File: src/sv/mtdf_pkg.sv
// Package for the message TID duplicate filter.
// Holds the record type, field widths and reset constants shared by the cell and the top level.
// No dependencies.
package mtdf_pkg;

    localparam int ENTRIES_DEFAULT = 20;

    localparam int ADDR_W   = 16;
    localparam int TID_W    = 8;
    localparam int TIME_W   = 32;
    localparam int WINDOW_W = 16;

    localparam logic [WINDOW_W-1:0] WINDOW_RESET = 16'd6000;

    localparam logic STATUS_ACCEPTED = 1'b0;
    localparam logic STATUS_REPEAT   = 1'b1;

    typedef struct packed {
        logic [TID_W-1:0]  tid;
        logic [ADDR_W-1:0] addr;
        logic [TIME_W-1:0] stamp;
    } record_t;

endpackage

File: src/sv/mtdf_cell.sv
// One record cell of the duplicate filter chain.
// Holds one record, compares it against the incoming beat and hands it on when the chain shifts.
// Depends on mtdf_pkg.
module mtdf_cell (
    input  logic                             aclk,
    input  logic                             aresetn,
    input  logic                             shift_en,
    input  mtdf_pkg::record_t                rec_in,
    output mtdf_pkg::record_t                rec_out,
    input  logic [mtdf_pkg::TID_W-1:0]       probe_tid,
    input  logic [mtdf_pkg::ADDR_W-1:0]      probe_addr,
    input  logic [mtdf_pkg::TIME_W-1:0]      probe_now,
    input  logic [mtdf_pkg::WINDOW_W-1:0]    window,
    output logic                             hit
);

    mtdf_pkg::record_t              rec_reg;
    mtdf_pkg::record_t              rec_next;
    logic [mtdf_pkg::TIME_W-1:0]    window_end;

    // The end of the window wraps modulo 2^32, exactly like the stored time arithmetic.
    assign window_end = rec_reg.stamp
                      + {{(mtdf_pkg::TIME_W-mtdf_pkg::WINDOW_W){1'b0}}, window};

    assign hit = (rec_reg.tid == probe_tid) && (rec_reg.addr == probe_addr)
              && (probe_now < window_end);

    assign rec_next = shift_en ? rec_in : rec_reg;
    assign rec_out  = rec_reg;

    always_ff @(posedge aclk) begin
        if (!aresetn) begin
            rec_reg <= '0;
        end else begin
            rec_reg <= rec_next;
        end
    end

endmodule

File: src/sv/message_tid_duplicate_filter_top.sv
// Top level of the message TID duplicate filter.
// Instantiates a chain of mtdf_cell records and holds the window register and result register.
// Depends on mtdf_pkg and mtdf_cell.
//
//   Channel   Direction  Handshake            Beat contents
//   s_        in         s_valid / s_ready    s_source_address, s_transaction_id, s_now_ms
//   m_        out        m_valid / m_ready    m_status
//   cfg_      in         cfg_valid/cfg_ready  cfg_window_ms
//
// Every input beat is decided in the cycle it is accepted: each cell compares its record in
// parallel and the hits are OR-reduced, so the filter sustains one beat per clock cycle
// while the consumer keeps up. The output register holds the result; a new input beat is taken
// when that register is empty or drained, so a stalled consumer stalls the input only then.
// Synchronous active-low reset clears every record to tid 0, address 0, time 0, sets the window
// to 6000 ms and empties the output register. The configuration channel is always ready.
//
// The ring of records with a write slot is built as a shift chain: an accepted (non-repeat) beat
// enters cell 0 and every record moves one cell along, dropping the oldest off the far end. The
// set of stored records is the same as the ring's, and matching does not depend on position.
module message_tid_duplicate_filter_top #(
    parameter int ENTRIES = mtdf_pkg::ENTRIES_DEFAULT
) (
    input  logic                             aclk,
    input  logic                             aresetn,

    input  logic                             s_valid,
    output logic                             s_ready,
    input  logic [mtdf_pkg::ADDR_W-1:0]      s_source_address,
    input  logic [mtdf_pkg::TID_W-1:0]       s_transaction_id,
    input  logic [mtdf_pkg::TIME_W-1:0]      s_now_ms,

    output logic                             m_valid,
    input  logic                             m_ready,
    output logic                             m_status,

    input  logic                             cfg_valid,
    output logic                             cfg_ready,
    input  logic [mtdf_pkg::WINDOW_W-1:0]    cfg_window_ms
);

    logic [mtdf_pkg::WINDOW_W-1:0]  window_reg;
    logic [mtdf_pkg::WINDOW_W-1:0]  window_next;
    logic                           m_valid_reg;
    logic                           m_valid_next;
    logic                           m_status_reg;
    logic                           m_status_next;

    logic                           s_accept;
    logic                           shift_en;
    logic                           hit_any;
    logic [ENTRIES-1:0]             hit_vec;
    mtdf_pkg::record_t              new_rec;
    mtdf_pkg::record_t              cell_rec [ENTRIES];

    assign cfg_ready = 1'b1;
    assign s_ready   = !m_valid_reg || m_ready;
    assign s_accept  = s_valid && s_ready;
    assign hit_any   = |hit_vec;

    // Only a beat that found no live match is recorded.
    assign shift_en  = s_accept && !hit_any;

    assign new_rec.tid   = s_transaction_id;
    assign new_rec.addr  = s_source_address;
    assign new_rec.stamp = s_now_ms;

    // The chain of record cells; cell 0 takes the new record, each later cell its neighbor's.
    for (genvar k = 0; k < ENTRIES; k++) begin : g_cell
        mtdf_pkg::record_t chain_in;
        if (k == 0) begin : g_head
            assign chain_in = new_rec;
        end else begin : g_link
            assign chain_in = cell_rec[k-1];
        end
        mtdf_cell u_cell (
            .aclk       (aclk),
            .aresetn    (aresetn),
            .shift_en   (shift_en),
            .rec_in     (chain_in),
            .rec_out    (cell_rec[k]),
            .probe_tid  (s_transaction_id),
            .probe_addr (s_source_address),
            .probe_now  (s_now_ms),
            .window     (window_reg),
            .hit        (hit_vec[k])
        );
    end

    always_comb begin
        window_next   = window_reg;
        m_valid_next  = m_valid_reg;
        m_status_next = m_status_reg;
        if (cfg_valid && cfg_ready) begin
            window_next = cfg_window_ms;
        end
        if (m_valid_reg && m_ready) begin
            m_valid_next = 1'b0;
        end
        if (s_accept) begin
            m_valid_next  = 1'b1;
            m_status_next = hit_any ? mtdf_pkg::STATUS_REPEAT : mtdf_pkg::STATUS_ACCEPTED;
        end
    end

    always_ff @(posedge aclk) begin
        if (!aresetn) begin
            window_reg  <= mtdf_pkg::WINDOW_RESET;
            m_valid_reg <= 1'b0;
        end else begin
            window_reg  <= window_next;
            m_valid_reg <= m_valid_next;
        end
    end

    // The status bit is payload and needs no reset.
    always_ff @(posedge aclk) begin
        m_status_reg <= m_status_next;
    end

    assign m_valid  = m_valid_reg;
    assign m_status = m_status_reg;

    // A recorded beat lands in the head cell.
    a_head_written: assert property (@(posedge aclk) disable iff (!aresetn)
        shift_en |=> (cell_rec[0].tid == $past(s_transaction_id))
                  && (cell_rec[0].addr == $past(s_source_address))
                  && (cell_rec[0].stamp == $past(s_now_ms)))
        else $error("accepted beat was not written into the head cell");

    // A repeat leaves the store untouched; the head cell and the last cell are checked.
    a_repeat_holds: assert property (@(posedge aclk) disable iff (!aresetn)
        (s_accept && hit_any) |=> $stable(cell_rec[0]) && $stable(cell_rec[ENTRIES-1]))
        else $error("repeat beat changed the record store");

    // Every accepted beat produces a result carrying its match outcome.
    a_result_follows: assert property (@(posedge aclk) disable iff (!aresetn)
        s_accept |=> m_valid && (m_status == $past(hit_any)))
        else $error("result missing or wrong after an accepted beat");

    // A result beat that the consumer has not taken stays valid and unchanged.
    a_result_held: assert property (@(posedge aclk) disable iff (!aresetn)
        (m_valid && !m_ready) |=> m_valid && $stable(m_status))
        else $error("waiting result beat dropped or changed");

endmodule
File: config.mk
export PLATFORM = sky130hd
export DESIGN_NAME = message_tid_duplicate_filter_top
export DESIGN_NICKNAME = d
export VERILOG_FILES = /design/src/sv/mtdf_pkg.sv /design/src/sv/mtdf_cell.sv /design/src/sv/message_tid_duplicate_filter_top.sv
export SDC_FILE = /design/constraint.sdc
export NUM_CORES = 2
export LEC_CHECK = 0
export ABC_AREA = 1
export BUFFER_PORTS_ARGS = -buffer_cell sky130_fd_sc_hd__buf_2
export CORE_MARGIN = 5
export CORE_UTILIZATION = 43
export DETAILED_ROUTE_END_ITERATION = 7
export PLACE_DENSITY = 0.57
export SLEW_MARGIN = 25
export SYNTH_ARGS = -nofsm -noshare
export SYNTH_HDL_FRONTEND = slang
export SYNTH_SLANG_ARGS = --single-unit
File: constraint.sdc
create_clock -name aclk -period 6.6 [get_ports aclk]
set_clock_uncertainty 0.15 [all_clocks]
set_input_delay 0.99 -clock aclk [delete_from_list [all_inputs] [get_ports aclk]]
set_output_delay 0.99 -clock aclk [all_outputs]
set_load 0.1 [all_outputs]
* After elaboration in Yosys (flattened, before gate mapping)
Index checks and enable logic that the tools add are counted.
Cells by class: order comparisons 20, eq/ne operators 40, add/subtract/negate cells 20, multiplexer cells 3, reduce and logical (&&, ||, !) cells 48
Operators by type and width (number):
- $add A32 B16 Y32 | 20
- $lt A32 B32 Y1 | 20
- $eq A16 B16 Y1 | 20
- $eq A8 B8 Y1 | 20
- $logic_and A1 B1 Y1 | 43
- $reduce_or A20 Y1 | 1
- $mux W1 | 3
- $logic_not A1 Y1 | 2
- $reduce_bool A2 Y1 | 1
- $logic_or A1 B1 Y1 | 1
Storage, ports and cells: word-level logic and storage cells 194, bits of input ports 77, flip-flop bits (word level) 1138, output and inout port bits 4

* Logic depth before layout (Yosys ltp)
depth in word-level cells 6, depth in mapped cells 36, depth with buffers taken out 33

* Modules after synthesis
Synthesis repeated with hierarchy kept, for this count alone.
Second synthesis, totals: cell total of the unflattened synthesis 14479, area, all modules 90222.8 um^2
By module, submodules not included:
- mtdf_cell (g_cell[12].u_cell ...) | area each 4463.0 um^2, instances 12, seq. area each 1121.1 um^2, cells each 714
- mtdf_cell (g_cell[0].u_cell ...) | area each 4483.0 um^2, instances 7, seq. area each 1121.1 um^2, cells each 723
- mtdf_cell (g_cell[9].u_cell) | area each 4564.4 um^2, instances 1, seq. area each 1121.1 um^2, cells each 754
- message_tid_duplicate_filter_top | area each 720.7 um^2, instances 1, seq. area each 370.4 um^2, cells each 96

* Worst setup path before layout
OpenSTA, ideal clock, no wires.
path kind reg2reg, start register window_reg[1] (netlist name), end register m_status_reg (netlist: m_status) (data pin), data required time 6.195 ns, arrival 5.243 ns, path buffers 3, path slack 0.952 ns, setup time 0.255 ns, cell stages (with the launch flop) 29, clock period less this slack 5.648 ns, cells stage by stage dfxtp_1 > inv_1 > fa_1 > inv_1 > nand3_1 > nand2_1 > a21boi_0 > o21bai_1 > a21oi_1 > o21ai_0 > nand4_1 > nor2_1 > nand2_1 > xor2_1 > ha_1 > nand2_1 > nor2_1 > nand4_1 > a21oi_1 > nor3_1 > nand2_1 > nand2_1 > nor2_1 > nand3_1 > nor2_4 > buf_6 > buf_6 > buf_2 > inv_1
Between the ends: longest elaborated chain between the ends 5, elaborated cells between the ends (all ways) 62, those cells by class add/sub (20); order compare (20); mux (1); reduce/logical (21)
Ends and longest elaborated chain:
- start, declared | line message_tid_duplicate_filter_top.sv:41 | logic [mtdf_pkg::WINDOW_W-1:0] window_reg;
- start signal, assigned | line message_tid_duplicate_filter_top.sv:107 | window_reg <= mtdf_pkg::WINDOW_RESET;
- start signal, assigned | line message_tid_duplicate_filter_top.sv:110 | window_reg <= window_next;
- $add A32 B16 Y32 | line mtdf_cell.sv:23 | + {{(mtdf_pkg::TIME_W-mtdf_pkg::WINDOW_W){1'b0}}, window};
- $lt A32 B32 Y1 | line mtdf_cell.sv:26 | && (probe_now < window_end);
- $logic_and A1 B1 Y1 | line mtdf_cell.sv:26
- $reduce_or A20 Y1 * | line message_tid_duplicate_filter_top.sv:58 | assign hit_any = |hit_vec;
- via hit_any | line message_tid_duplicate_filter_top.sv:50 | logic hit_any;
- $mux W1 * | line message_tid_duplicate_filter_top.sv:101 | m_status_next = hit_any ? mtdf_pkg::STATUS_REPEAT : mtdf_pkg::STATUS_ACCEPTED;
- end signal, assigned | line message_tid_duplicate_filter_top.sv:117 | m_status_reg <= m_status_next;
- end, declared | line message_tid_duplicate_filter_top.sv:45 | logic m_status_reg;
The timed path passes the listed nets; every way through them passes the cells marked *. A chain may end at the register's enable or synchronous reset.

* Worst setup path in the final report
start register window_reg[0] (netlist name), end register g_cell[11].u_cell.rec_reg (netlist bit g_cell[11].u_cell.rec_out[1])
Between the ends: longest elaborated chain between the ends 6, elaborated cells between the ends (all ways) 63, those cells by class add/sub (20); order compare (20); reduce/logical (23)
Ends and longest elaborated chain:
- $add A32 B16 Y32 | line mtdf_cell.sv:23
- $lt A32 B32 Y1 | line mtdf_cell.sv:26
- $logic_and A1 B1 Y1 | line mtdf_cell.sv:26
- $reduce_or A20 Y1 * | line message_tid_duplicate_filter_top.sv:58
- $logic_not A1 Y1 * | line message_tid_duplicate_filter_top.sv:61 | assign shift_en = s_accept && !hit_any;
- $logic_and A1 B1 Y1 * | line message_tid_duplicate_filter_top.sv:61
- end signal, assigned | line mtdf_cell.sv:35 | rec_reg <= rec_next;
- end, declared | line mtdf_cell.sv:17 | mtdf_pkg::record_t rec_reg;
Mark *: on every way between the ends. The rest lies on a longest branch, timed or not.

==> impl_metrics.csv <==
group,metric,value,unit
finish,drive_above_1_share,5.80,%
place,pre_cts_ws,0.143,ns
critical_path,worstSetupStartpointType,"flop",
clock_network,ctsRootBufferMaster,"clkbuf_16",
timing,slew_violations,0,
critical_path,cp_max_fo,30,
floorplanning,start_util,43.3,%
clock_network,htreeDepth,4,
synthesis,ys_ff_latch,1138,
critical_path,r2r_slack,0.28,ns
timing,holdWs,0.252,ns
critical_path,worstSetupEndpoint,"g_cell[11].u_cell.rec_out[1]$_SDFFE_PN0P_",
global_route,grt_pass1_vias,92700,
clock_network,post_cts_buffers,0,
detailed_routing,route.detailed.drc,3,
synthesis,synth_top_area_share,24.5,%
finish,syn2layout_area_growth,10.7,%
detailed_routing,finalWirelength,372,mm
synthesis,syn_area_per_cell,6.45,um^2
run,max-cap-violations,0,
detailed_routing,drt-initial-drc-count,9803,
floorplanning,design.core.area,215000,um^2
run_status,failed_checks,"DRC",
detailed_routing,num_vias,97800,
critical_path,crit_type,"flop to flop",
timing,finalHoldViolations,0,
critical_path,rr_worst_depth,34,
place,dp_hpwl,275,mm
synthesis,synth_top_area_cell,"dfxtp_1",
floorplanning,rows,170,
synthesis,syn-instance-count,14400,
synthesis,syn_nets,15500,
finish,largest_reg_flops,1120,
detailed_routing,viasPerCell,5.66,
timing,tightest_slew,1.22,ns
floorplanning,die_y,475,um
power,powerDensity,218,nW/um^2
floorplanning,dieArea,226000,um^2
global_route,grt_max_degree,224,
power,leakage,0.0474,uW
critical_path,max_stage_delay,0.55,ns
synthesis,ys_async_sr_fraction,0,%
clock_network,clk_latency,0.83,ns
clock_network,cts_resized,0,
detailed_routing,wl_per_cell,21.6,um
timing,fin_crit,6.32,ns
finish,final_cell_mix,"nand2_1, nor2_1, a21oi_1, inv_1, nand4_1",
run_status,status,"finished, violations left",
critical_path,cpMaxStageDelayCell,"nor3_1",
synthesis,ys_seq_area_share,24.5,%
synthesis,ys_warn_count,0,
timing,max_freq,0.158,GHz
timing,setup_viol,0,
clock_network,numClockSinks,1138,
global_route,overflow,0,
clock_network,cts_hold_buf,0,
critical_path,worstPathRequired,7.18,ns
detailed_routing,postRouteAntennaNets,0,
finish,multi_input_area,60100,um^2
detailed_routing,first_pass_iters,8,
min_path,hold_path_class,"input port to flop",
synthesis,synth.area.top_cells,"dfxtp_1, nand2_1, ha_1",
clock_network,cts_max_path_buffers,3,
clock_network,cts_made_buffers,145,
timing,period_share,95.8,%
finish,final_common_cell,"nand2_1",
clock_network,clk_pin_slew,0.06,ns
place,place_area,98200,um^2
synthesis,syn_area,93100,um^2
finish,stdcell_area,103000,um^2
critical_path,r2r-end,"g_cell[11].u_cell.rec_out[1]$_SDFFE_PN0P_",
critical_path,cp.arrival,6.91,ns
finish,finalNetCount,15400,
clock_network,cts_tree,"built",
critical_path,cp-startpoint,"window_reg[0]$_SDFFE_PN0P_",
place,place_congestion,0.986,
synthesis,synth_edf_count,1,
global_route,grt_usage,31.9,%
power,ir_drop,0.294,mV
floorplanning,io_pins,81,
timing,layout_setup_ws,0.277,ns
timing,slew_headroom,18.7,%
finish,fill_cells,22300,
synthesis,ys.flop_type,"dfxtp_1",
synthesis,post_synth_num_cell_types,49,
global_route,grt_pass1_wl,561,mm
place,port_buffers,79,
critical_path,end_kind,"flop",
finish,area.sequential,22800,um^2
critical_path,reg2reg_from,"window_reg[0]$_SDFFE_PN0P_",
finish,final_util,47.9,%
floorplanning,dieWidth,475,um
critical_path,cpMostUsedCell,"nand2_1",
global_route,antenna_found_initial,38,
-- Yosys cell counts, types with 4 or more instances --
library cell and instances:
a21oi_1 1707, and3_1 6, a211oi_1 6, nor3_1 151, o21bai_1 33, nor4_1 53, buf_6 94, inv_2 20
nand3_1 306, ha_1 940, o21ai_1 31, nor2_1 1772, nor3b_1 5, o22ai_1 13, o21a_1 38, xor2_1 435
a21boi_0 36, fa_1 20, nand4_1 1296, a31oi_1 33, a21o_1 32, o31ai_1 4, buf_4 25, dfxtp_1 1137
nand2_1 3381, nand3b_1 14, clkbuf_1 268, xnor2_1 219, inv_1 1574, buf_2 300, o221ai_1 4, buf_1 149
o21ai_0 311
-- area by class of cell --
class	count	share of cell area, %
multi-input combinational	10900	58.3
sequential	1138	22.1
inverter	1595	5.81
timing repair buffer	574	5.72
clock buffer	215	4.12
tap	2838	3.45
clock inverter	39	0.411
antenna	10	0.0243
-- per-stage QoR --
stage               power [uW]  std cells  setup TNS [ns]
floorplan                12400      14400               0
global placement         14300      17000               0
detailed placement       14400      17000               0
CTS                      22500      17300               0
global route             23700      17300       -0.000135
finish                   22400      17300               0
-- how the worst min path moves through the flow --
stage	startpoint	to	slack, ns	cells after the start
detailed placement	g_cell[8].u_cell.rec_out[42]$_SDFFE_PN0P_	g_cell[8].u_cell.rec_out[42]$_SDFFE_PN0P_	0.32	2
global placement	g_cell[18].u_cell.rec_out[35]$_SDFFE_PN0P_	g_cell[18].u_cell.rec_out[35]$_SDFFE_PN0P_	0.31	2
finish	cfg_window_ms[7]	window_reg[7]$_SDFFE_PN0P_	0.25	3
CTS	cfg_window_ms[7]	window_reg[7]$_SDFFE_PN0P_	0.19	3
floorplan	g_cell[0].u_cell.rec_out[37]$_SDFFE_PN0P_	g_cell[0].u_cell.rec_out[37]$_SDFFE_PN0P_	0.30	2
global route	cfg_window_ms[5]	window_reg[5]$_SDFFE_PN1P_	0.23	3
-- power by group --
group / internal, uW / total (uW) / switching [uW]
Sequential: 7390 / 7970 / 582
Clock: 4640 / 8000 / 3360
Combinational: 2390 / 6430 / 4050
Total: 14400 / 22400 / 7990
-- per-layer routing --
layer / vias up / global-route usage (%) / share of wire, % / wire [um]
met5: - / 0 / 0.0035 / 13
met4: 2 / 12.4 / 4.4 / 16200
met1: 45700 / 43.7 / 44 / 164000
met3: 750 / 4.27 / 7.4 / 27700
met2: 3662 / 50.9 / 44 / 164000
li1: 47700 / - / - / -
-- kinds of logic after synthesis --
family          share of synthesized area (%)
xor+xnor                                 6.15
simple gates                             32.6
fa+ha+maj                                13.1
other cells                           0.00403
buf+inv                                  11.1
compound gates                           12.7
flops                                    24.5
-- critical path, delay by kind of cell, from the launching register on --
kind                     cells  cell delay [ns]
buffers and inverters        8             1.21
AND/OR/NAND/NOR             18             2.67
XOR/XNOR                     1             0.17
flip-flops                   1             0.39
AO/OA/AOI/OAI                4             0.64
adder cells (fa/ha/maj)      3             0.92
Power figures use the tool's default switching activity.
